--- src/rtl/hypotrochoid_point_generator_assert.svh ---
// assertion macros for the hypotrochoid point generator
`ifndef HYPOTROCHOID_POINT_GENERATOR_ASSERT_SVH
`define HYPOTROCHOID_POINT_GENERATOR_ASSERT_SVH
`ifndef ASSERT_OFF
`define HPG_ASSERT_CLK(label, clk, rst_n, prop, msg) \
    label: assert property (@(posedge clk) disable iff (!rst_n) (prop)) else $error(msg);
`define HPG_ASSERT_NORST(label, clk, prop, msg) \
    label: assert property (@(posedge clk) (prop)) else $error(msg);
`else
`define HPG_ASSERT_CLK(label, clk, rst_n, prop, msg)
`define HPG_ASSERT_NORST(label, clk, prop, msg)
`endif
`endif

--- src/rtl/hpg_pkg.sv ---
`timescale 1ns / 1ps
package hpg_pkg;
    localparam int CORDIC_STAGES = 16;
    localparam int COORD_BITS = 16;
    localparam int PHASE_FRACTION_BITS = 24;
    localparam int CFG_DATA_BITS = 17;
    localparam int CFG_INDEX_BITS = 2;
    // phase divider: one quotient bit per cell
    localparam int DIV_CELLS = PHASE_FRACTION_BITS;
    localparam int NUM1_BITS = 24;   // idx*rot
    localparam int DEN1_BITS = 16;
    localparam int NUM2_BITS = 41;   // idx*rot*k1
    localparam int DEN2_BITS = 33;   // cnt*k
    // front stages, remainder cells, fraction cells, cordic cells, product and output
    localparam int PIPE_DEPTH = 3 + NUM2_BITS + DIV_CELLS + CORDIC_STAGES + 2;

    typedef enum logic [CFG_INDEX_BITS-1:0] {
        REG_ARM_RATIO    = 2'd0,
        REG_RADIUS_RATIO = 2'd1,
        REG_ROTATIONS    = 2'd2,
        REG_POINT_COUNT  = 2'd3
    } t_reg_index;

    localparam logic signed [33:0] CORDIC_START = 34'sd652032874;

    typedef struct packed {
        logic              valid;
        logic              beyond;
        logic [16:0]       k1;
        logic [33:0]       lk;
    } t_side;

    typedef struct packed {
        logic signed [33:0] x;
        logic signed [33:0] y;
        logic signed [33:0] z;
    } t_rot;

    function automatic logic signed [33:0] atan_turn(input int i);
        logic signed [33:0] v;
        case (i)
            0: v = 34'sd536870912;  1: v = 34'sd316933406;
            2: v = 34'sd167458907;  3: v = 34'sd85004756;
            4: v = 34'sd42667331;   5: v = 34'sd21354465;
            6: v = 34'sd10679838;   7: v = 34'sd5340245;
            8: v = 34'sd2670163;    9: v = 34'sd1335087;
            10: v = 34'sd667544;    11: v = 34'sd333772;
            12: v = 34'sd166886;    13: v = 34'sd83443;
            14: v = 34'sd41722;     15: v = 34'sd20861;
            16: v = 34'sd10430;     17: v = 34'sd5215;
            18: v = 34'sd2608;      19: v = 34'sd1304;
            20: v = 34'sd652;       21: v = 34'sd326;
            22: v = 34'sd163;       23: v = 34'sd81;
            default: v = '0;
        endcase
        return v;
    endfunction
endpackage

--- src/rtl/hpg_div_cell.sv ---
`timescale 1ns / 1ps
// one restoring-division step for both phases, passes side data along
module hpg_div_cell (
    input  logic                             i_clk,
    input  logic                             i_en,
    input  logic [hpg_pkg::DEN1_BITS-1:0]    i_r1,
    input  logic [hpg_pkg::DEN1_BITS-1:0]    i_d1,
    input  logic [hpg_pkg::DEN2_BITS-1:0]    i_r2,
    input  logic [hpg_pkg::DEN2_BITS-1:0]    i_d2,
    input  logic [hpg_pkg::PHASE_FRACTION_BITS-1:0] i_f1,
    input  logic [hpg_pkg::PHASE_FRACTION_BITS-1:0] i_f2,
    input  hpg_pkg::t_side                   i_side,
    output logic [hpg_pkg::DEN1_BITS-1:0]    o_r1,
    output logic [hpg_pkg::DEN1_BITS-1:0]    o_d1,
    output logic [hpg_pkg::DEN2_BITS-1:0]    o_r2,
    output logic [hpg_pkg::DEN2_BITS-1:0]    o_d2,
    output logic [hpg_pkg::PHASE_FRACTION_BITS-1:0] o_f1,
    output logic [hpg_pkg::PHASE_FRACTION_BITS-1:0] o_f2,
    output hpg_pkg::t_side                   o_side
);
    import hpg_pkg::*;
    logic [DEN1_BITS:0] n_s1;
    logic [DEN2_BITS:0] n_s2;
    logic               n_b1, n_b2;
    logic [DEN1_BITS-1:0] n_r1;
    logic [DEN2_BITS-1:0] n_r2;

    always_comb begin
        n_s1 = {i_r1, 1'b0};
        n_b1 = n_s1 >= {1'b0, i_d1};
        n_r1 = n_b1 ? DEN1_BITS'(n_s1 - {1'b0, i_d1}) : DEN1_BITS'(n_s1);
        n_s2 = {i_r2, 1'b0};
        n_b2 = n_s2 >= {1'b0, i_d2};
        n_r2 = n_b2 ? DEN2_BITS'(n_s2 - {1'b0, i_d2}) : DEN2_BITS'(n_s2);
    end

    always_ff @(posedge i_clk) begin
        if (i_en) begin
            o_r1   <= n_r1;
            o_d1   <= i_d1;
            o_r2   <= n_r2;
            o_d2   <= i_d2;
            o_f1   <= {i_f1[PHASE_FRACTION_BITS-2:0], n_b1};
            o_f2   <= {i_f2[PHASE_FRACTION_BITS-2:0], n_b2};
            o_side <= i_side;
        end
    end
endmodule

--- config.mk ---
export PLATFORM = sky130hd
export DESIGN_NAME = hpg_div_cell
export DESIGN_NICKNAME = d
export VERILOG_FILES = /design/src/rtl/hypotrochoid_point_generator_assert.svh /design/src/rtl/hpg_pkg.sv /design/src/rtl/hpg_div_cell.sv
export SDC_FILE = /design/constraint.sdc
export NUM_CORES = 1
export LEC_CHECK = 0
export ABC_AREA = 1
export ABC_CLOCK_PERIOD_IN_PS = 3400
export BUFFER_PORTS_ARGS = -buffer_cell sky130_fd_sc_hd__clkbuf_2
export CAP_MARGIN = 20
export CELL_PAD_IN_SITES_DETAIL_PLACEMENT = 1
export CELL_PAD_IN_SITES_GLOBAL_PLACEMENT = 1
export CORE_AREA = 2 2 166 168
export DETAILED_ROUTE_END_ITERATION = 10
export DIE_AREA = 0 0 168 170
export GPL_TIMING_DRIVEN = 0
export PLACE_DENSITY_LB_ADDON = 0.1
export SLEW_MARGIN = 25
export SYNTH_ARGS = -nofsm -noshare
export SYNTH_HDL_FRONTEND = slang
export SYNTH_SLANG_ARGS = --single-unit
--- constraint.sdc ---
create_clock -name i_clk -period 3.4 [get_ports i_clk]
set_input_delay 0.34 -clock i_clk [delete_from_list [all_inputs] [get_ports i_clk]]
set_output_delay 0.34 -clock i_clk [all_outputs]
set_load 0.005 [all_outputs]
After elaboration in Yosys (flattened, before gate mapping)
Cells that the tools add are included.
{ "word_totals": {"reg_bits": 199, "latchBits": 0, "ram_bits": 0, "mem_bits_ro": 0, "output_inout_bits": 199, "wordCells": 18, "n_memories": 0} }
{ "op_classes": {"n_addsub": 2, "n_mul": 0, "div_mod_pow": 0, "order_cmp": 2, "eq_ne": 0, "n_shift": 0, "mux": 2, "bitwise_logic": 0, "reduce_logical": 0} }
{ "ops": {"columns": ["op", "n"], "rows": [
  [">= comparator 34 x 33 -> 1 bit", 1],
  ["two-way mux 33 bit", 1],
  ["subtractor 33 bit", 1],
  [">= comparator 17 x 16 -> 1 bit", 1],
  ["two-way mux 16 bit", 1],
  ["subtractor 16 bit", 1]
]} }

Logic depth before layout (Yosys ltp)
{ "depth": {"ltp_word": 2, "ltp_mapped": 16} }

Worst setup path before layout
OpenSTA, ideal clock, no wires.
{ "synth_path": {"path_kind": "input to register", "from": "in i_d2[5] (netlist name)", "to": "reg o_r2[25] (netlist name), data pin", "setup_time_ps": 253, "t_arrival_ps": 1691, "required_ps": 3147, "path_slack_ps": 1456, "stages": 14, "n_path_buf": 1, "cell_sequence": "inv_1 > ha_1 > nand2_1 > nor2_2 > nand3_1 > nand3_2 > nand2_1 > nand2_1 > nand2_1 > nand2_4 > inv_4 > buf_6 > nand2_2 > nand2_1"} }
{ "synth_between": {"elab_chain_len": 2, "word_cells_on_any_way": 3, "classes_between": "add/sub: 1; order compare: 1; mux: 1"} }
{ "synth_rtl": {"columns": ["element", "line", "rtl"], "rows": [
  ["start, declared", "hpg_div_cell.sv:9", "input logic [hpg_pkg::DEN2_BITS-1:0] i_d2,"],
  ["subtractor 33 bit or >= comparator 34 x 33 -> 1 bit (tied branches)", "hpg_div_cell.sv:34, hpg_div_cell.sv:33", null],
  ["two-way mux 33 bit (*)", "hpg_div_cell.sv:34", "n_r2 = n_b2 ? DEN2_BITS'(n_s2 - {1'b0, i_d2}) : DEN2_BITS'(n_s2);"],
  ["net n_r2[25]", "hpg_div_cell.sv:26", "logic [DEN2_BITS-1:0] n_r2;"],
  ["end signal, assigned", "hpg_div_cell.sv:41", "o_r2 <= n_r2;"],
  ["end, declared", "hpg_div_cell.sv:15", "output logic [hpg_pkg::DEN2_BITS-1:0] o_r2,"]
]} }
Mark *: on every way through the listed nets, which the timed path passes. The rest lies on a longest branch.
A chain may end at the register's enable or synchronous reset.

Worst setup path in the final report
{ "layout_path": {"from": "in i_d2[7] (netlist name)", "to": "reg o_r2[22] (netlist name), data pin"} }
Same word-level chain as after synthesis.

==> load_flow_metrics.sql <==
INSERT INTO impl_metrics (metric_group, metric, value, unit) VALUES
('synthesis', 'netlist_top_cells_count', 'nand2_1, edfxtp_1, inv_1', ''),
('clock_tree', 'cts_tree', 'done', ''),
('place', 'dp_cells', '1833', ''),
('global_route', 'groute.usage.overall', '24.17', '%'),
('place', 'place.gp.congestion', '0.8853', ''),
('synthesis', 'synthesis.instances', '1093', ''),
('global_route', 'number_of_antenna_violations_at_the_first_check_in_global_routing', '2', ''),
('clock_tree', 'tritoncts_num_sinks', '199', ''),
('pwr', 'cellPowerDensity', '490.8', 'nW/um^2'),
('clock_tree', 'cts.repair_timing.setup_buffer_count', '0', ''),
('floorplan', 'placeableCoreArea', '26650', 'um^2'),
('global_route', 'grt_pass1_vias', '9254', ''),
('setup_path', 'timing.critical_path.required', '3.60', 'ns'),
('clock_tree', 'post_cts_resized', '0', ''),
('synthesis', 'synth.distinct_cells', '33', ''),
('setup_path', 'category_of_the_most_critical_setup_path', 'in2reg', ''),
('synthesis', 'synth_top_area_share', '57.88', '%'),
('detailed_routing', 'via_per_inst', '4.783', ''),
('clock_tree', 'numCtsBuffers', '17', ''),
('clock_tree', 'htreeDepth', '4', ''),
('synthesis', 'postSynthAreaPerCell', '9.445', 'um^2'),
('hold_path', 'timing.hold.worst.class', 'in2reg', ''),
('finish', 'fillers', '3231', ''),
('detailed_routing', 'detail-route-antenna-nets', '0', ''),
('floorplan', 'die_w', '168', 'um'),
('global_route', 'grt_first_pass_wirelength', '52240', 'um'),
('synthesis', 'count_of_flip_flops_with_a_built_in_enable_after_synthesis', '199', ''),
('finish', 'multi_input_comb_area', '3501', 'um^2'),
('finish', 'area_growth_syn_to_layout', '30.42', '%'),
('global_route', 'grt_max_degree', '90', ''),
('clock_tree', 'cts_buffer_depth', '2', ''),
('detailed_routing', 'routed-via-count', '8926', ''),
('sta', 'post-route-min-period', '2.086', 'ns'),
('synthesis', 'synth_most_common_cell', 'nand2_1', ''),
('sta', 'rsz0062_at_grt', 'no', ''),
('floorplan', 'initial_utilization', '38.74', '%'),
('detailed_routing', 'drt_first_iter_violations', '513', ''),
('finish', 'num-nets-final', '1763', ''),
('synthesis', 'yosys_register_bits', '199', ''),
('finish', 'finalNonFillerCells', '1866', ''),
('synthesis', 'synth_top_cell_by_area', 'edfxtp_1', ''),
('sta', 'final_hold_fails', '0', ''),
('floorplan', 'ioPinCount', '400', ''),
('sta', 'finalMaxSlewViolations', '0', ''),
('synthesis', 'synthesized_area', '10320', 'um^2'),
('job', 'drv_cap', '0', ''),
('setup_path', 'critical_path_peak_fanout', '10', ''),
('clock_tree', 'worst_setup_hold_path_clk_slew', '0.10', 'ns'),
('status', 'run_status', 'finished, final reports clean', ''),
('synthesis', 'synth-warning-count', '0', ''),
('setup_path', 'critical_path.endpoint_type', 'flop', ''),
('synthesis', 'synth-async-reset-ratio', '0', '%'),
('setup_path', 'cp-start-kind', 'input pin', ''),
('pwr', 'cellLeakagePower', '6.991', 'nW'),
('sta', 'timing.setup.tns', '0', 'ns'),
('detailed_routing', 'route.detailed.wl_per_inst', '18.54', 'um'),
('sta', 'period_share', '61.35', '%'),
('finish', 'register_area', '5976', 'um^2'),
('synthesis', 'synth_ff_type', 'edfxtp_1', ''),
('setup_path', 'worstPathArrival', '2.29', 'ns'),
('sta', 'fmax', '0.4794', 'GHz'),
('place', 'place.detailed.hpwl', '28550', 'um'),
('floorplan', 'die_height', '170', 'um'),
('detailed_routing', 'detail_route.drc_violations', '0', ''),
('global_route', 'globalRouteOverflowTotal', '0', ''),
('floorplan', 'placementRows', '60', ''),
('finish', 'layout-drive-gt1-share', '31.30', '%'),
('clock_tree', 'holdBufCountCts', '0', ''),
('synthesis', 'synth.yosys.seq_area_share', '57.88', '%'),
('sta', 'setup_viol', '0', ''),
('synthesis', 'synthTopCellsByArea', 'edfxtp_1, nand2_1, inv_1, ha_1, nand3_1', ''),
('floorplan', 'design.die.area', '28560', 'um^2'),
('place', 'port_buffers', '397', ''),
('detailed_routing', 'drt_first_pass_iters', '5', ''),
('sta', 'whs', '0.05317', 'ns'),
('synthesis', 'synthesized_netlist_net_count', '1345', ''),
('pwr', 'worst_ir_drop_vdd', '0.0003596', 'V'),
('clock_tree', 'cts-root-buf', 'clkbuf_16', ''),
('detailed_routing', 'total_wire_length_after_detailed_routing', '34590', 'um'),
('sta', 'worst_slew_margin_rel', '62.24', '%'),
('sta', 'timing_worst_slew_pin_value', '0.5604', 'ns');
==> placed cells by master, fill, tap and decap left out, drive strengths merged, types with 3 or more instances in the layout <==
cell type  instances
xor2              21
o21ai              7
or2                3
ha                49
nand3             67
a21o               6
nor3               8
a21oi             37
nand2            401
clkbuf           414
clkinv             4
nor2              56
edfxtp           199
inv              210
nand3b             9
nand4              4
and2               8
buf               12
==> critical path, cell delays in order <==
cell and delay (ns):
clkbuf_2 0.09, inv_1 0.04, ha_1 0.33, nand2_1 0.09, nand2_1 0.10, nand2_1 0.08, nand2_1 0.08, inv_1 0.09
nand3_2 0.15, nand2_1 0.12, nand2_1 0.12, nand2_1 0.12, nand2_4 0.09, buf_4 0.20, nand3_1 0.14, nand2_1 0.08
==> final timing paths <==
path	from	endpoint	slack [ns]	cells after the start
worst max-delay path	i_d2[7]	o_r2[22]	1.31	16
worst min-delay path	i_f1[2]	o_f1[3]	0.05	1
==> stage by stage <==
step | worst slack [ns] | power [W] | area (um^2) | util [%]
2_1_floorplan | 1.456 | 0.003741 | 10320 | -
3_3_place_gp | -1.003 | 0.004382 | 12740 | 47.79
3_5_place_dp | 0.8515 | 0.004416 | 12800 | 48.03
4_1_cts | 1.319 | 0.006686 | 13460 | 50.51
5_1_grt | 1.161 | 0.006919 | 13460 | 50.52
6_report | 1.314 | 0.006609 | 13460 | 50.52
==> cells by family (layout without fill, tap and decap cells) <==
family / count (synthesis) / in the layout / synth area share, %
AO/OA/AOI/OAI: 52 / 52 / 2.739
XOR/XNOR: 23 / 23 / 1.951
adder cells (fa/ha/maj): 51 / 51 / 6.327
buffers and inverters: 209 / 640 / 8.205
flip-flops: 199 / 199 / 57.88
other: 0 / 1 / 0
AND/OR/NAND/NOR: 559 / 559 / 22.89
==> per-layer routing <==
metal  GRT usage (%)  vias up  share of wire [%]
met5               0        -              0.032
met4           8.015        2                3.0
met3           4.512       49                5.0
met2           44.56      261                 51
met1           28.31     4264                 41
li1                -     4350                  -
==> sequential cells by signal, summed over array words and instances, names as in the netlist <==
register  count
o_d1         16
o_r1         16
o_f2         24
o_side       53
o_f1         24
o_r2         33
o_d2         33
==> report_power, final <==
group / switching, W / total [W] / internal [W]
combinational: 0.000795 / 0.00131 / 0.000510
sequential: 0.0000644 / 0.00304 / 0.00298
clock: 0.00120 / 0.00226 / 0.00106
total: 0.00206 / 0.00661 / 0.00455
==> cell type report <==
type | count | share of cell area [%]
sequential | 199 | 44.38
multi-input combinational | 685 | 26.00
timing repair buffer | 399 | 15.23
inverter | 199 | 5.566
tap | 341 | 3.169
clock buffer | 17 | 3.160
clock inverter | 15 | 1.747
buffer | 10 | 0.7248
antenna | 1 | 0.01859
Power figures use the tool's default switching activity.
