File: src/rtl/hypotrochoid_point_generator_assert.svh
// assertion macros for the hypotrochoid point generator
`ifndef HYPOTROCHOID_POINT_GENERATOR_ASSERT_SVH
`define HYPOTROCHOID_POINT_GENERATOR_ASSERT_SVH
`ifndef ASSERT_OFF
`define HPG_ASSERT_CLK(label, clk, rst_n, prop, msg) \
    label: assert property (@(posedge clk) disable iff (!rst_n) (prop)) else $error(msg);
`define HPG_ASSERT_NORST(label, clk, prop, msg) \
    label: assert property (@(posedge clk) (prop)) else $error(msg);
`else
`define HPG_ASSERT_CLK(label, clk, rst_n, prop, msg)
`define HPG_ASSERT_NORST(label, clk, prop, msg)
`endif
`endif

File: src/rtl/hpg_pkg.sv
`timescale 1ns / 1ps
package hpg_pkg;
    localparam int CORDIC_STAGES = 16;
    localparam int COORD_BITS = 16;
    localparam int PHASE_FRACTION_BITS = 24;
    localparam int CFG_DATA_BITS = 17;
    localparam int CFG_INDEX_BITS = 2;
    // phase divider: one quotient bit per cell
    localparam int DIV_CELLS = PHASE_FRACTION_BITS;
    localparam int NUM1_BITS = 24;   // idx*rot
    localparam int DEN1_BITS = 16;
    localparam int NUM2_BITS = 41;   // idx*rot*k1
    localparam int DEN2_BITS = 33;   // cnt*k
    // front stages, remainder cells, fraction cells, cordic cells, product and output
    localparam int PIPE_DEPTH = 3 + NUM2_BITS + DIV_CELLS + CORDIC_STAGES + 2;

    typedef enum logic [CFG_INDEX_BITS-1:0] {
        REG_ARM_RATIO    = 2'd0,
        REG_RADIUS_RATIO = 2'd1,
        REG_ROTATIONS    = 2'd2,
        REG_POINT_COUNT  = 2'd3
    } t_reg_index;

    localparam logic signed [33:0] CORDIC_START = 34'sd652032874;

    typedef struct packed {
        logic              valid;
        logic              beyond;
        logic [16:0]       k1;
        logic [33:0]       lk;
    } t_side;

    typedef struct packed {
        logic signed [33:0] x;
        logic signed [33:0] y;
        logic signed [33:0] z;
    } t_rot;

    function automatic logic signed [33:0] atan_turn(input int i);
        logic signed [33:0] v;
        case (i)
            0: v = 34'sd536870912;  1: v = 34'sd316933406;
            2: v = 34'sd167458907;  3: v = 34'sd85004756;
            4: v = 34'sd42667331;   5: v = 34'sd21354465;
            6: v = 34'sd10679838;   7: v = 34'sd5340245;
            8: v = 34'sd2670163;    9: v = 34'sd1335087;
            10: v = 34'sd667544;    11: v = 34'sd333772;
            12: v = 34'sd166886;    13: v = 34'sd83443;
            14: v = 34'sd41722;     15: v = 34'sd20861;
            16: v = 34'sd10430;     17: v = 34'sd5215;
            18: v = 34'sd2608;      19: v = 34'sd1304;
            20: v = 34'sd652;       21: v = 34'sd326;
            22: v = 34'sd163;       23: v = 34'sd81;
            default: v = '0;
        endcase
        return v;
    endfunction
endpackage

File: src/rtl/hpg_cordic_cell.sv
`timescale 1ns / 1ps
// one micro-rotation of both cordics
module hpg_cordic_cell (
    input  logic           i_clk,
    input  logic           i_en,
    input  logic [4:0]     i_shift,
    input  hpg_pkg::t_rot  i_a,
    input  hpg_pkg::t_rot  i_b,
    input  logic [3:0]     i_quad,
    input  hpg_pkg::t_side i_side,
    output hpg_pkg::t_rot  o_a,
    output hpg_pkg::t_rot  o_b,
    output logic [3:0]     o_quad,
    output hpg_pkg::t_side o_side
);
    import hpg_pkg::*;

    function automatic t_rot step(input t_rot v, input logic [4:0] sh);
        t_rot r;
        logic signed [33:0] dx, dy, at;
        dx = v.y >>> sh;
        dy = v.x >>> sh;
        at = atan_turn(int'(sh));
        if (!v.z[33]) begin
            r.x = v.x - dx; r.y = v.y + dy; r.z = v.z - at;
        end else begin
            r.x = v.x + dx; r.y = v.y - dy; r.z = v.z + at;
        end
        return r;
    endfunction

    always_ff @(posedge i_clk) begin
        if (i_en) begin
            o_a    <= step(i_a, i_shift);
            o_b    <= step(i_b, i_shift);
            o_quad <= i_quad;
            o_side <= i_side;
        end
    end
endmodule

File: config.mk
export PLATFORM = sky130hd
export DESIGN_NAME = hpg_cordic_cell
export DESIGN_NICKNAME = d
export VERILOG_FILES = /design/src/rtl/hypotrochoid_point_generator_assert.svh /design/src/rtl/hpg_pkg.sv /design/src/rtl/hpg_cordic_cell.sv
export SDC_FILE = /design/constraint.sdc
export NUM_CORES = 1
export LEC_CHECK = 0
export ABC_AREA = 0
export BUFFER_PORTS_ARGS = -buffer_cell sky130_fd_sc_hd__clkbuf_2
export CAP_MARGIN = 20
export CORE_ASPECT_RATIO = 1.2
export CORE_MARGIN = 5
export CORE_UTILIZATION = 37
export DETAILED_ROUTE_END_ITERATION = 8
export HOLD_SLACK_MARGIN = 0.15
export PLACE_DENSITY = 0.64
export SLEW_MARGIN = 20
export SYNTH_ARGS = -nofsm -noshare
export SYNTH_HDL_FRONTEND = slang
export SYNTH_SLANG_ARGS = --single-unit
File: constraint.sdc
create_clock -name i_clk -period 7.1 [get_ports i_clk]
set_input_delay 0.355 -clock i_clk [delete_from_list [all_inputs] [get_ports i_clk]]
set_output_delay 0.355 -clock i_clk [all_outputs]
set_load 0.02 [all_outputs]
Yosys cells after proc, flatten, opt, wreduce, memory -nomap -nowiden
Memories as Yosys holds them, arrays and structs flattened. Cells that the tools add are included.

Register bits after elaboration: 261. Memory bits (read-only): 1920. Output and inout bits: 261. Word-level logic and storage cells: 33. Memories kept: 2.

Add/subtract/negate cells: 12. Shift operators: 4. Mux-type cells: 4.

Memory list: (no name shown) (depth 32, bits a word 30, rd ports 1, clocked after Yosys merged registers in 0, write ports 0, RTL line hpg_pkg.sv:41) `case (i)`; (no name shown) (depth 32, bits a word 30, rd ports 1, clocked after Yosys merged registers in 0, write ports 0, RTL line hpg_pkg.sv:41).

Operators with widths (number): $add A34 B34 Y34 (6); $mux W102 (2); $sub A34 B34 Y34 (6); $sshr A34 B5 Y34 (4); $mux W34 (2).

Depth between registers and ports, before layout
Gate-level depths: netlist of run 1. An unclocked memory read counts as a cell.

Depth in word-level cells: 4. Depth in mapped cells: 28. Gate-level depth less buffers: 24.

Worst setup path after synthesis of run 1
Ideal clock, no wire load.

Path kind: input port to flip-flop. From: input port i_shift[1]. To: register o_a[32] (netlist bit) (data pin). Library setup time: 0.266 ns. Data arrival time: 6.167 ns. Required time: 6.834 ns. Setup slack: 0.668 ns. Cell stages on the path: 26. Buffers on the path: 4. Path through: buf_2 inv_1 buf_2 buf_1 clkbuf_1 ha_1 mux2_2 a222oi_1 a21boi_0 and3_1 and4_1 nand3_1 inv_1 or2_2 o21ai_0 ha_1 o21a_1 o211ai_1 o21a_1 o21ai_0 o41ai_1 o31ai_1 a31o_2 a2111oi_0 nor3_1 xor2_1.

Cells in the longest elaborated chain, start to end: 4. Elaborated cells between the ends (all ways): 5. Classes of those cells: 2 x add/sub; 2 x mux; 1 x memory.

Ends and longest elaborated chain: start: declaration (RTL line hpg_cordic_cell.sv:6) `input logic [4:0] i_shift,`; $mem_v2 Z32 W30 *; $mux W34 * (RTL line hpg_cordic_cell.sv:33) `if (i_en) begin`; $sub A34 B34 Y34 / $add A34 B34 Y34 (equally long branches) (RTL line hpg_cordic_cell.sv:25, hpg_cordic_cell.sv:27); $mux W102 * (RTL line hpg_cordic_cell.sv:24) `if (!v.z[33]) begin`; end signal: assignment (RTL line hpg_cordic_cell.sv:34) `o_a <= step(i_a, i_shift);`; end: declaration (RTL line hpg_cordic_cell.sv:11) `output hpg_pkg::t_rot o_a,`.

Every way passes the cells marked *; elsewhere a longest branch is shown, timed or not. The select of a mux whose other input is x is not followed. A chain may end at the register's enable or synchronous reset.

Worst setup path in the final report of run 1
From: input port i_shift[0]. To: register o_b[64] (netlist bit) (data pin).

Cells in the longest elaborated chain, start to end: 3. Elaborated cells between the ends (all ways): 4. Classes of those cells: 2 x add/sub; 1 x shift; 1 x mux.

Ends and longest elaborated chain: $sshr A34 B5 Y34 * (RTL line hpg_cordic_cell.sv:22) `dy = v.x >>> sh;`; $add A34 B34 Y34 / $sub A34 B34 Y34 (equally long branches) (RTL line hpg_cordic_cell.sv:25, hpg_cordic_cell.sv:27); $mux W102 * (RTL line hpg_cordic_cell.sv:24); end signal: assignment (RTL line hpg_cordic_cell.sv:35) `o_b <= step(i_b, i_shift);`; end: declaration (RTL line hpg_cordic_cell.sv:12) `output hpg_pkg::t_rot o_b,`.

Every way passes the cells marked *; elsewhere a longest branch is shown, timed or not.

==> results.txt, run 1 <==
The half-perimeter wire length after detailed placement came out at 102800 um. The layout overhead on the synthesized area came out at 19.99%. The leakage power total came out at 15.61 nW. The via count of the routed design came out at 31.31k. The top-level port count is 529.

The combined global-route utilization of all metal layers came out at 27.06%. The first routing iteration left 3627 violations. The number of enable-type register cells in the synthesized netlist came out at 261. The number of buffers on the longest clock path came out at 3. The detailed-route wire length per cell came out at 25.53 um.

The number of antenna violations at the first check in global routing is 7. At the pin with the least slew margin, the transition time is 1.023 ns. The total number of yosys warnings is 0. The cts-stage hold buffer count is 65. The net count of the finished layout is 4441. The number of clock sinks is 261. The count of instances resized after the clock tree is built came out at 0. The final sum of negative setup slack came out at 0 ns.

The count of state elements after synthesis is 261. The unique cell type count in the Yosys netlist came out at 94. The count of final setup violators is 0. Dividing total power by cell area gives a power density of 219.6 nW/um2. TritonCTS built the clock tree. The cell count after synthesis came out at 3369. The buffer cell driving the clock tree root is sky130_fd_sc_hd__clkbuf_16. The share of the synthesized area in the top cell type is 25.00%. The via count of the first global-routing pass came to 30.37k.

The final hold violation count is 0. The width of the die is 275.7 um. Using the TritonRoute via totals, the vias-per-cell ratio works out to 6.120.

The summed instance area of the synthesized netlist came out at 31350 um2. The worst path in the final design needs a cycle of 6.283 ns, including I/O delays and setup. In the synthesized netlist the async set-or-reset flop fraction comes to 0%. The worst hold path begins at i_b[69].

For this block, the routed nets add up to 130700 um of wire. Leaving out fill and tap cells, the most frequent cell in the layout is sky130_fd_sc_hd__clkbuf_2. The first global-routing pass estimated 188200 um of wire. Of the available clock period, the critical path in the final layout requires 88.50%. The maximum number of pins on one net before global-route repair is 151.

The tightest min-delay check is of the input pin to flip-flop type. Leaving out fill and tap cells, the most frequent cells in the layout are sky130_fd_sc_hd__clkbuf_2, sky130_fd_sc_hd__nor2_1, sky130_fd_sc_hd__a21oi_1. The run finished with clean final reports. The filler cells instantiated in the layout total 8228.

Post-CTS timing repair inserted 0 buffers for setup. The number of nets in the synthesized netlist is 3854. The number of buffers added by the clock tree synthesis step is 30.

The startpoint type of the worst setup path is an input pin. The share of final-layout standard cells stronger than drive strength 1 came out at 25.68%. The data arrival time at the worst-slack endpoint came out at 6.77 ns. The worst-case IR drop observed on VDD is 0.2025 mV. The antenna violation net count after detailed routing is 0. After synthesis, the cell types taking the most area are sky130_fd_sc_hd__edfxtp_1, sky130_fd_sc_hd__mux4_2, sky130_fd_sc_hd__ha_1. The element type at the critical path end is a flip-flop. The height of the chip is 328.9 um. The number of violations of the max-capacitance limit came out at 0. The post-detailed-route DRC marker count is 0.

Setup repair after global routing left no endpoint under its margin. Once the floorplan was initialized, standard cells occupied 37.12% of the core. The final max-slew violation count came out at 0. The endpoint of the worst hold-timing path is o_b[69]. The most instantiated flip-flop cell in the synthesis netlist is sky130_fd_sc_hd__edfxtp_1. The worst path meets setup with 0.8167 ns of slack. The initialized floorplan defines 117 standard-cell rows. The area of the placeable core is 84470 um2. sky130_fd_sc_hd__edfxtp_1 takes more of the synthesized area than any other cell.

In this run the mean area of a mapped cell was 9.306 um2. The area of the die came out at 90680 um2. Routability-driven placement finished with a final weighted congestion of 1.023.

The highest clock frequency the design can meet came out at 159.2 MHz. The worst setup slack before clock tree synthesis is 0.2496 ns. The total of buffers placed on input and output ports is 528. The maximum fanout along the worst path came out at 19. Summing the sequential cell areas from Yosys gives 25.00% of the chip area. The data required time of the worst path is 7.59 ns. The worst pin sits at a relative slew slack of 31.79%. Counting instances, the worst hold path has a depth of 2. The final cell utilization of the core is 44.54%. The number of iterations in the first detailed-routing pass came out at 6. The total overflow left after global routing is 0. The clock transition at the register clock pins on the worst setup and hold paths after CTS came out at 0.07 ns.

The maximum level of the CTS H-tree is 1. The worst setup path is of the input pin to flip-flop kind.
==> where the power goes <==
group          internal, W  total (W)  switching, W
combinational      0.00168    0.00431       0.00264
sequential         0.00220    0.00231      0.000111
clock             0.000945    0.00164      0.000695
==> metrics by stage <==
stage               hold slack (ns)  power (W)  cell area (um2)  std cells
finish                       0.2258   0.008261            37620       5117
detailed placement           0.5337   0.006589            35920       4989
floorplan                    0.4539   0.005165            31350       3369
global placement             0.5317   0.006567            35920       4989
global route                 0.2073   0.008742            37610       5114
CTS                          0.1947   0.008306            37600       5109
==> synth_stat cells, types with 19 or more instances <==
master	number
sky130_fd_sc_hd__buf_2	44
sky130_fd_sc_hd__ha_1	211
sky130_fd_sc_hd__a211oi_1	48
sky130_fd_sc_hd__o22ai_1	36
sky130_fd_sc_hd__o21bai_1	34
sky130_fd_sc_hd__a21oi_1	286
sky130_fd_sc_hd__edfxtp_1	261
sky130_fd_sc_hd__a21o_1	83
sky130_fd_sc_hd__xor2_1	103
sky130_fd_sc_hd__nand3_1	41
sky130_fd_sc_hd__mux4_2	162
sky130_fd_sc_hd__nor3_1	48
sky130_fd_sc_hd__and3_1	38
sky130_fd_sc_hd__a22oi_1	32
sky130_fd_sc_hd__buf_1	34
sky130_fd_sc_hd__nand2_1	244
sky130_fd_sc_hd__and2_1	47
sky130_fd_sc_hd__nand4_1	24
sky130_fd_sc_hd__mux2_2	74
sky130_fd_sc_hd__nor2b_1	37
sky130_fd_sc_hd__a31oi_1	53
sky130_fd_sc_hd__clkbuf_1	103
sky130_fd_sc_hd__mux2i_1	120
sky130_fd_sc_hd__o21ai_0	196
sky130_fd_sc_hd__nand2b_1	51
sky130_fd_sc_hd__xnor2_1	197
sky130_fd_sc_hd__inv_1	83
sky130_fd_sc_hd__a221oi_1	19
sky130_fd_sc_hd__o211ai_1	27
sky130_fd_sc_hd__nor2_1	300
sky130_fd_sc_hd__o21a_1	50
==> critical path, stage by stage <==
cell	delay, ns
sky130_fd_sc_hd__buf_8	0.19
sky130_fd_sc_hd__buf_4	0.23
sky130_fd_sc_hd__buf_4	0.34
sky130_fd_sc_hd__mux4_2	0.56
sky130_fd_sc_hd__mux2_2	0.27
sky130_fd_sc_hd__o221ai_1	0.52
sky130_fd_sc_hd__o221ai_1	0.32
sky130_fd_sc_hd__nor4_1	0.26
sky130_fd_sc_hd__and4_1	0.45
sky130_fd_sc_hd__nand2b_1	0.13
sky130_fd_sc_hd__nor2_1	0.10
sky130_fd_sc_hd__a21oi_1	0.05
sky130_fd_sc_hd__o22ai_1	0.26
sky130_fd_sc_hd__buf_4	0.20
sky130_fd_sc_hd__ha_1	0.23
sky130_fd_sc_hd__a21oi_1	0.18
sky130_fd_sc_hd__o21ai_0	0.13
sky130_fd_sc_hd__or4_1	0.41
sky130_fd_sc_hd__a31oi_1	0.17
sky130_fd_sc_hd__o21ai_0	0.15
sky130_fd_sc_hd__a31oi_1	0.21
sky130_fd_sc_hd__buf_4	0.16
sky130_fd_sc_hd__o21ai_1	0.19
sky130_fd_sc_hd__o311ai_0	0.52
sky130_fd_sc_hd__buf_4	0.19
==> cell families after synthesis <==
kind of cell,count (synthesis),share of synthesized area (%)
compound gates,1041,21.69
simple gates,916,14.16
mux,356,18.13
xor+xnor,301,8.453
buf+inv,277,3.767
flops,261,25.00
fa+ha+maj,217,8.804
==> final cells by class <==
| cell class | instances | area, um2 | area share, % |
|---|---|---|---|
| multi-input cells | 2831 | 22350 | 59.41 |
| flip-flops and latches | 261 | 7838 | 20.83 |
| repair buffers | 748 | 4649 | 12.36 |
| well taps | 1130 | 1414 | 3.758 |
| clock buffers | 33 | 783.3 | 2.082 |
| inverters | 84 | 315.3 | 0.8382 |
| clock inverters | 22 | 249.0 | 0.6619 |
| diodes | 8 | 20.02 | 0.05322 |
==> routing by layer <==
layer | wire [um] | up-vias | track usage, %
li1 | - | 14165 | -
met1 | 47100 | 14896 | 31.35
met2 | 63270 | 1780 | 47.08
met3 | 12270 | 469 | 5.727
met4 | 7990 | 4 | 13.69
met5 | 26 | - | 0
==> how the worst max path moves through the flow <==
stage,start,to,slack [ns],depth (start not counted)
after floorplan,i_shift[1],o_a[32],0.67,26
after global placement,i_shift[0],o_b[101],0.30,23
after detailed placement,i_shift[0],o_a[101],0.25,23
after CTS,i_shift[0],o_a[101],0.86,24
after global routing,i_shift[0],o_b[101],0.32,24
final,i_shift[0],o_b[64],0.82,25
==> registers in the layout, indices dropped and copies added, names as in the netlist <==
register,flops
o_a,102
o_b,102
o_quad,4
o_side,53
Power figures use the tool's default switching activity.
==> inputs of run 2 (changes only) <==
- PLACE_DENSITY: 0.64 -> 0.58
- RECOVER_POWER: unset -> 50
==> run 2 against run 1 <==
Against the previous run:
- the run now ends with capacitance limit, slew limit left
- sequential share of layout area is 0.20 points higher
- combinational power down 2%
- sequential cell count is the same
- wire length fell by 1.0%
- total power is 0.89% lower
- critical path type unchanged
- largest cell class unchanged
==> results.txt, run 2 (synthesis results as in run 1) <==
The highest metal layer carrying signal wires in the routed design is met5. In this run the cell area measured after placement is 35700 um2. The average via count per standard cell is 6.068.

The number of violations reported at the end of detailed-routing iteration 0 is 3154. Setup violations remaining at the end of the flow were counted as 0. The number of buffers added by the clock tree synthesis step came out at 31.

The library cell used most frequently in the layout, excluding fill and tap cells, is sky130_fd_sc_hd__clkbuf_2. The share of total power dissipated in combinational logic is 51.5%. The total area of multi-input combinational cells came out at 22360 um2. The post-route worst setup slack came out at 0.7038 ns. In the global route stage, overall resource usage came out at 27.10%. The clock transition at the register clock pins on the worst setup and hold paths after CTS came out at 0.07 ns. Setup repair after global routing left no endpoint under its margin.

The detailed-route wire length per cell came out at 25.45 um. By startpoint and endpoint, the worst setup path is classified as input pin to flip-flop. Based on the critical path, the design can be clocked at up to 156.3 MHz. TritonCTS built the clock tree.

The post-layout net count is 4410. The post-detailed-route DRC marker count came out at 0. The height of the chip came out at 328.9 um. In the detailed route, the total length drawn on met3 is 11970 um.

The maximum number of pins on one net before global-route repair came out at 132. The number of antenna violations at the first check in global routing is 9. In this run the power density over the cells is 219.8 nW/um2.

The area of the placeable core came out at 84470 um2. The total of buffers placed on input and output ports is 528. The combined flip-flop and latch cell area came out at 7838 um2. The number of buffers on the longest clock path came out at 3. The final hold violation count is 0. The detailed router put a total of 47290 um of wire on met1. In the final layout, the registers with the most flip-flops are o_a: 102 flops, o_b: 102 flops, o_side: 53 flops.

The worst setup path is launched from an input pin. Summed over all cells, the static leakage comes to 15.24 nW. The peak supply drop is 0.1899 mV.

The number of violations of the max-capacitance limit came out at 3. The maximum level of the CTS H-tree came out at 1. The count of instances resized after the clock tree is built is 0. The final sum of negative setup slack came out at 0 ns. The net switching fraction of the power came out at 41.44%. The half-perimeter wire length after detailed placement came out at 102400 um. The internal power consumption came out at 0.004795 W. In this run the power spent charging and discharging nets is 0.003392 W.

Hold timing on the final database bottoms out at a slack of 0.1944 ns. The layout overhead on the synthesized area is 18.82%. The number of clock sinks is 261. The number of cells on the worst hold path is 2.

The worst setup slack before clock tree synthesis is 0.1966 ns. After detailed placement, the design holds a cell count of 4959. The number of iterations in the first detailed-routing pass came out at 6.

The maximum fanout along the worst path is 24. During I/O placement, the number of pins put on the boundary was 529. The checks that failed: capacitance limit, slew limit.

The run finished, with violations left. The data arrival time at the worst-slack endpoint is 6.75 ns. Sequential cells burn 28.1% of the power. Summed over all layers, the routed wires come to 129300 um.

The antenna violation net count after detailed routing came out at 0. In this run the post-CTS setup repair buffer count came out at 0. The starting utilization of the core area came out at 37.12%.

CTS placed an instance of sky130_fd_sc_hd__clkbuf_16 at the clock tree root. The post-route cell area is 37250 um2. The startpoint identified for the worst hold timing path is i_a[69]. The part of the cycle the worst path needs came out at 90.09%.

The worst setup path is captured at a flip-flop. The relative slew slack is -168.3%. The relative contribution of the clock network to total power came out at 20.3%.

The top cell types in the final layout, fill and taps aside, are sky130_fd_sc_hd__clkbuf_2, sky130_fd_sc_hd__nor2_1, sky130_fd_sc_hd__a21oi_1. For this run the aggregate overflow at the end of global routing stands at 0. The share of final-layout standard cells stronger than drive strength 1 came out at 23.18%. The via count of the routed design is 30.83k.

At the pin with the least slew margin, the transition time is 4.025 ns. The width of the die is 275.7 um. The via count of the first global-routing pass is 30.24k.

The path class of the tightest hold or removal check is input pin to flip-flop. The clock period minus worst slack came out at 6.396 ns. The data required time of the worst path is 7.46 ns.

The total number of placement rows came out at 117. The first global-routing pass estimated 189000 um of wire. The final max-slew violation count was 266. The die covers 90680 um2.

The start point of the critical path is i_shift[0]. The last weighted congestion value of the routability-driven placer came out at 1.004. Summed over all nets, wire length on met2 after detailed routing comes to 61550 um. The final cell count without fillers is 5081. After filler insertion, the fill cell instance count of the layout stands at 8416.
run 2: cell types whose count changed in the layout (fill, tap and decap cells not counted), moves of 2 or more:
cell / change
sky130_fd_sc_hd__clkbuf_1: +76
sky130_fd_sc_hd__clkbuf_2: -74
sky130_fd_sc_hd__buf_4: -31
sky130_fd_sc_hd__clkinv_4: -7
sky130_fd_sc_hd__diode_2: -5
sky130_fd_sc_hd__clkinv_2: +4
sky130_fd_sc_hd__clkinv_1: +2
sky130_fd_sc_hd__dlygate4sd3_1: -2
sky130_fd_sc_hd__inv_6: +2
run 2: path summary, 6_finish.rpt:
| path | endpoint | slack (ns) |
|---|---|---|
| worst min-delay path | o_a[69] | 0.19 |
| worst max-delay path | o_a[33] | 0.70 |
run 2: power groups by stage:
stage / logic [W] / clock network (W) / registers [W]
6_report: 0.00422 / 0.00166 / 0.00230
5_1_grt: 0.00458 / 0.00178 / 0.00233
4_1_cts: 0.00424 / 0.00173 / 0.00230
3_5_place_dp: 0.00419 / 0 / 0.00233
3_3_place_gp: 0.00418 / 0 / 0.00233
2_1_floorplan: 0.00239 / 0 / 0.00277
run 2: per-stage QoR:
step / power (W) / util (%)
after detailed placement: 0.006519 / 42.26
after global routing: 0.008693 / 44.10
final: 0.008187 / 44.10
after floorplan: 0.005165 / -
after CTS: 0.008271 / 44.24
after global placement: 0.006511 / 42.25
run 2: timing repair:
| action | 4_1_cts | 5_1_grt |
|---|---|---|
| hold buffers | 63 | 0 |
| endpoints found under the setup margin | 0 | 0 |
| hold endpoints to repair | 63 | 0 |
run 2: worst max-delay path: stages:
cell and delay, ns:
sky130_fd_sc_hd__buf_8 0.26, sky130_fd_sc_hd__buf_4 0.27, sky130_fd_sc_hd__inv_2 0.20, sky130_fd_sc_hd__ha_1 0.43, sky130_fd_sc_hd__mux2_2 0.29, sky130_fd_sc_hd__a222oi_1 0.21
sky130_fd_sc_hd__a21boi_0 0.62, sky130_fd_sc_hd__and3_1 0.34, sky130_fd_sc_hd__nand2_1 0.08, sky130_fd_sc_hd__nor2_1 0.18, sky130_fd_sc_hd__nor2_1 0.07, sky130_fd_sc_hd__xnor2_1 0.28
sky130_fd_sc_hd__ha_1 0.34, sky130_fd_sc_hd__a21oi_1 0.16, sky130_fd_sc_hd__nor2_1 0.06, sky130_fd_sc_hd__a211oi_1 0.37, sky130_fd_sc_hd__nor4bb_1 0.51, sky130_fd_sc_hd__o21ai_0 0.30
sky130_fd_sc_hd__a31oi_1 0.40, sky130_fd_sc_hd__o21ai_0 0.25, sky130_fd_sc_hd__o41a_1 0.37, sky130_fd_sc_hd__a221oi_1 0.30, sky130_fd_sc_hd__xor2_1 0.11
run 2: layout make-up:
cell class | count | area share [%]
Sequential cell | 261 | 21.04
Antenna cell | 3 | 0.02015
Clock buffer | 32 | 2.092
Tap cell | 1130 | 3.795
Inverter | 84 | 0.8464
Clock inverter | 24 | 0.7053
Timing Repair Buffer | 716 | 11.49
Multi-Input combinational cell | 2831 | 60.01
run 2: layer usage:
metal,global-route usage (%),vias up
met1,32.06,14518
met3,5.223,440
met2,46.48,1772
li1,-,14095
met4,14.20,6
met5,0,-
